File: src/apr_isqrt.sv
`timescale 1ns / 1ps
`default_nettype none
module apr_isqrt (
    input  wire logic        clk,
    input  wire logic        rst_n,
    input  wire logic        start,
    input  wire logic [55:0] radicand,
    output logic             done,
    output logic [27:0]      root
);
    // Bit-pair restoring square root, one result bit per cycle.
    // The partial result runs wide until the last steps shift it down.
    logic [55:0] rem_reg, rem_next;
    logic [55:0] res_reg, res_next;
    logic [55:0] bit_reg, bit_next;
    logic        busy_reg, busy_next;
    logic        done_reg, done_next;
    logic [56:0] trial;

    always_comb
    begin
        rem_next  = rem_reg;
        res_next  = res_reg;
        bit_next  = bit_reg;
        busy_next = busy_reg;
        done_next = 1'b0;
        trial     = {1'b0, res_reg} + {1'b0, bit_reg};
        if (start)
        begin
            rem_next  = radicand;
            res_next  = '0;
            bit_next  = 56'd1 << 54;
            busy_next = 1'b1;
        end
        else if (busy_reg)
        begin
            if ({1'b0, rem_reg} >= trial)
            begin
                rem_next = rem_reg - trial[55:0];
                res_next = (res_reg >> 1) + bit_reg;
            end
            else
            begin
                res_next = res_reg >> 1;
            end
            bit_next = bit_reg >> 2;
            if (bit_reg == 56'd1)
            begin
                busy_next = 1'b0;
                done_next = 1'b1;
            end
        end
    end

    always_ff @(posedge clk or negedge rst_n)
    begin
        if (!rst_n)
        begin
            busy_reg <= 1'b0;
            done_reg <= 1'b0;
        end
        else
        begin
            busy_reg <= busy_next;
            done_reg <= done_next;
        end
    end

    always_ff @(posedge clk)
    begin
        rem_reg <= rem_next;
        res_reg <= res_next;
        bit_reg <= bit_next;
    end

    assign done = done_reg;
    assign root = res_reg[27:0];
endmodule
`default_nettype wire

File: config.mk
export PLATFORM = sky130hd
export DESIGN_NAME = apr_isqrt
export DESIGN_NICKNAME = d
export VERILOG_FILES = /design/src/apr_isqrt.sv
export SDC_FILE = /design/constraint.sdc
export NUM_CORES = 1
export LEC_CHECK = 0
export ABC_CLOCK_PERIOD_IN_PS = 8100
export BUFFER_PORTS_ARGS = -buffer_cell sky130_fd_sc_hd__buf_2
export CELL_PAD_IN_SITES_DETAIL_PLACEMENT = 1
export CELL_PAD_IN_SITES_GLOBAL_PLACEMENT = 1
export CORE_MARGIN = 2
export CORE_UTILIZATION = 47
export DETAILED_ROUTE_END_ITERATION = 7
export PLACE_DENSITY = 0.86
export REMOVE_ABC_BUFFERS = 1
export SLEW_MARGIN = 40
export SYNTH_ARGS = -nofsm -noshare
export SYNTH_HDL_FRONTEND = slang
export SYNTH_SLANG_ARGS = --single-unit
File: constraint.sdc
create_clock -name clk -period 8.1 [get_ports clk]
set_input_delay 0.81 -clock clk [delete_from_list [all_inputs] [get_ports clk]]
set_output_delay 0.81 -clock clk [all_outputs]
set_load 0.02 [all_outputs]
==> reports/qor.log <==
INFO  die            rows=61
INFO  place          hpwl=31700um
INFO  clock_tree     clkTransAtPathRegs=0.07ns
INFO  clock_tree     tritoncts_clock_tree=yes
INFO  global_routing grt_pass1_wl=69500um
INFO  power          worst_ir_drop_vdd=0.217mV
INFO  final_layout   final_layout_size_suffix_gt1_frac=0.103
INFO  place          routabilityCongestion=0.943
INFO  sta            clock_skew=0.0127ns
INFO  final_layout   insertedDiodeCount=0
INFO  logic_synthesis async_reset_ff_frac=0.0141
INFO  power          p_leak=5.77nW
INFO  critical_path  worstPathMaxFanout=37
INFO  die            die_height=171um
INFO  route          drt_iter0_drc=1012
INFO  logic_synthesis ys_types=87
INFO  logic_synthesis synth_area=13100um2
INFO  critical_path  worstSetupPathType=reg2reg
INFO  power          switchingPower=2.40mW
INFO  critical_path  cp.arrival=7.13ns
INFO  power          share_comb_of_total_power=0.594
INFO  route          avg_wl_per_cell=21.2um
INFO  min_path       hold_class=in2async
INFO  critical_path  required_worst_endpoint=8.44ns
INFO  clock_tree     clk_root_buffer_cell=sky130_fd_sc_hd__clkbuf_16
INFO  clock_tree     cts-hold-fix-buffers=0
INFO  place          pre_cts_slack=1.51ns
INFO  logic_synthesis postSynthCellCount=1651
INFO  logic_synthesis dominantRegCellSynth=sky130_fd_sc_hd__dfxtp_1
INFO  logic_synthesis synth-seq-cells=142
INFO  final_layout   flow.area_growth_from_synthesis=7.83%
INFO  sta            finalSetupTns=0ns
INFO  sta            finalCritPeriodShare=0.837
INFO  clock_tree     cts_buffer_depth=2
INFO  critical_path  start_kind=flip-flop
INFO  die            fp.coreArea=27600um2
INFO  clock_tree     post_cts_resized=0
INFO  sta            worst_slew_margin_rel=0.440
INFO  sta            setup_viol=0
INFO  global_routing gr-total-overflow=0
INFO  clock_tree     clk-insertion-delay-late=0.45ns
INFO  logic_synthesis yosysWarnings=0
INFO  clock_tree     cts_buf_count=17
INFO  die            io_pins=88
INFO  sta            achievable-frequency=147MHz
INFO  power          power_frac_seq=0.239
INFO  final_layout   layout.cells.most_common=sky130_fd_sc_hd__nand2_1
INFO  route          route.detailed.drc=0
INFO  die            fp.dieArea=29200um2
INFO  final_layout   final_cell_mix=sky130_fd_sc_hd__nand2_1 (179), sky130_fd_sc_hd__nor2_1 (168), sky130_fd_sc_hd__o21ai_0 (127)
INFO  logic_synthesis synth_top_area_cell=sky130_fd_sc_hd__dfxtp_1
INFO  final_layout   nNetsFinal=1828
INFO  die            die_w=171um
INFO  route          route.detailed.vias_per_inst=6.30
INFO  run            cap_viol_max_count=0
INFO  logic_synthesis synth.area.top_cells=sky130_fd_sc_hd__dfxtp_1 (13%), sky130_fd_sc_hd__edfxtp_1 (13%), sky130_fd_sc_hd__ha_1 (11%)
INFO  clock_tree     number_of_setup_buffers_added_after_cts=0
INFO  global_routing pin_count_of_the_biggest_net_entering_global_routing=75
INFO  route          finalWirelength=43400um
INFO  logic_synthesis syn-mean-instance-area=7.93um2
INFO  sta            final.setup.worst_slack=1.32ns
INFO  logic_synthesis synth-edff-count=56
INFO  logic_synthesis synth_largest_type_area_fraction=0.128
INFO  route          tritonroute_pass_1_iters=6
INFO  logic_synthesis ys_seq_area_frac=0.261
INFO  sta            max_slew.worst_pin.slew=0.837ns
INFO  sta            rsz0062_at_grt=false
INFO  route          antenna_violating_nets_post_route=0
INFO  global_routing first_global_vias=13000
INFO  place          port_buffers=87
INFO  global_routing antenna_found_initial=0
INFO  clock_tree     htree_num_levels=4
INFO  power          clock_power_share=0.167
INFO  die            floorplan.initialDensity=0.474
INFO  power          internal-power=2.55mW
INFO  sta            final_period_minus_worst_setup_slack=6.78ns
INFO  sta            hold_violations=0
INFO  power          power_density_of_the_placed_cells=350nW/um2
INFO  power          sw_frac_of_total=0.485
INFO  outcome        outcome=finished, final reports clean
INFO  global_routing grt_usage=0.300
INFO  critical_path  endpoint_kind=flip-flop
INFO  sta            drv_slew=0
INFO  route          via_count=12900
INFO  clock_tree     cts_sink_cnt=142
-- critical path: stages, from the launching register on --
cell	delay, ns
sky130_fd_sc_hd__dfxtp_1	0.49
sky130_fd_sc_hd__ha_1	0.36
sky130_fd_sc_hd__a31oi_1	0.24
sky130_fd_sc_hd__o21ai_0	0.20
sky130_fd_sc_hd__a211oi_1	0.47
sky130_fd_sc_hd__nor2_1	0.15
sky130_fd_sc_hd__a32o_1	0.31
sky130_fd_sc_hd__o311ai_1	0.30
sky130_fd_sc_hd__a21oi_1	0.15
sky130_fd_sc_hd__a31oi_1	0.35
sky130_fd_sc_hd__nor2_1	0.12
sky130_fd_sc_hd__o21ai_1	0.18
sky130_fd_sc_hd__xor2_1	0.10
sky130_fd_sc_hd__ha_1	0.38
sky130_fd_sc_hd__nand4_1	0.14
sky130_fd_sc_hd__nor2_1	0.27
sky130_fd_sc_hd__nand4_1	0.11
sky130_fd_sc_hd__o21ai_0	0.17
sky130_fd_sc_hd__nor2_1	0.07
sky130_fd_sc_hd__o21ai_2	0.34
sky130_fd_sc_hd__buf_4	0.40
sky130_fd_sc_hd__nand2_2	0.53
sky130_fd_sc_hd__or3_1	0.54
sky130_fd_sc_hd__a311oi_1	0.27
-- final cells by class --
class	count	area (um2)
Clock inverter	12	125
Tap cell	378	473
Inverter	39	146
Sequential cell	142	3420
Clock buffer	20	468
Fill cell	3424	13500
Multi-Input combinational cell	1358	8980
Timing Repair Buffer	96	509
-- power by group through the flow --
stage	logic (mW)	clock network [mW]	registers [mW]
floorplan	2.02	0	1.14
global placement	2.69	0	1.17
detailed placement	2.79	0	1.19
CTS	2.88	0.829	1.17
global route	3.19	0.858	1.20
finish	2.94	0.827	1.18
-- cells in the mapped netlist (8+ instances only) --
master	n
sky130_fd_sc_hd__nand2_1	179
sky130_fd_sc_hd__nor2_1	168
sky130_fd_sc_hd__o21ai_0	127
sky130_fd_sc_hd__a21oi_1	117
sky130_fd_sc_hd__ha_1	114
sky130_fd_sc_hd__dfxtp_1	84
sky130_fd_sc_hd__xor2_1	73
sky130_fd_sc_hd__clkbuf_1	60
sky130_fd_sc_hd__xnor2_1	60
sky130_fd_sc_hd__edfxtp_1	56
sky130_fd_sc_hd__a31oi_1	52
sky130_fd_sc_hd__nand3_1	47
sky130_fd_sc_hd__inv_1	39
sky130_fd_sc_hd__mux2i_1	39
sky130_fd_sc_hd__a21o_1	37
sky130_fd_sc_hd__nand4_1	33
sky130_fd_sc_hd__buf_4	29
sky130_fd_sc_hd__o21bai_1	29
sky130_fd_sc_hd__a211oi_1	27
sky130_fd_sc_hd__nor3_1	18
sky130_fd_sc_hd__a311oi_1	16
sky130_fd_sc_hd__buf_2	16
sky130_fd_sc_hd__o21ai_1	16
sky130_fd_sc_hd__nor4_1	14
sky130_fd_sc_hd__o31ai_1	14
sky130_fd_sc_hd__a31o_2	12
sky130_fd_sc_hd__o211ai_1	12
sky130_fd_sc_hd__or3_1	12
sky130_fd_sc_hd__nor2b_1	11
sky130_fd_sc_hd__and3_1	10
sky130_fd_sc_hd__nand2b_1	10
sky130_fd_sc_hd__o21a_1	10
sky130_fd_sc_hd__o22ai_1	9
sky130_fd_sc_hd__and2_1	8
-- cell families after synthesis --
logic type,count (synthesis),share of synthesized area
compound gates,538,0.269
xor+xnor,133,0.0890
fa+ha+maj,115,0.110
buf+inv,151,0.0544
flops,142,0.261
mux,43,0.0333
simple gates,529,0.183
-- metrics by stage --
step	instances	power, mW	util	instance area (um2)	hold WS (ns)
final	2045	4.95	0.511	14100	0.129
after floorplan	1539	3.16	-	12500	0.504
after CTS	2045	4.88	0.511	14100	0.127
after detailed placement	2013	3.98	0.489	13500	0.506
after global placement	2013	3.86	0.489	13500	0.490
after global routing	2045	5.25	0.511	14100	0.119
-- worst paths after layout --
path	from	end	slack (ns)	cells past startpoint
max	res_reg[6]	res_reg[51]	1.32	23
min reg2reg	res_reg[0]	res_reg[0]	0.51	2
max in group asynchronous	rst_n	busy_reg	7.86	1
min in group clk	res_reg[0]	res_reg[0]	0.51	2
max reg2reg	res_reg[6]	res_reg[51]	1.32	23
min	rst_n	done	0.13	1
-- layer usage --
| layer | track usage | wire, um | vias to the layer above |
|---|---|---|---|
| met4 | 0.118 | 1470 | 0 |
| met2 | 0.483 | 19700 | 431 |
| met1 | 0.408 | 19900 | 6277 |
| met3 | 0.0409 | 2320 | 95 |
| li1 | - | - | 6076 |
| met5 | 0 | 0 | - |
Note: power is estimated with default switching activity, not from simulation.
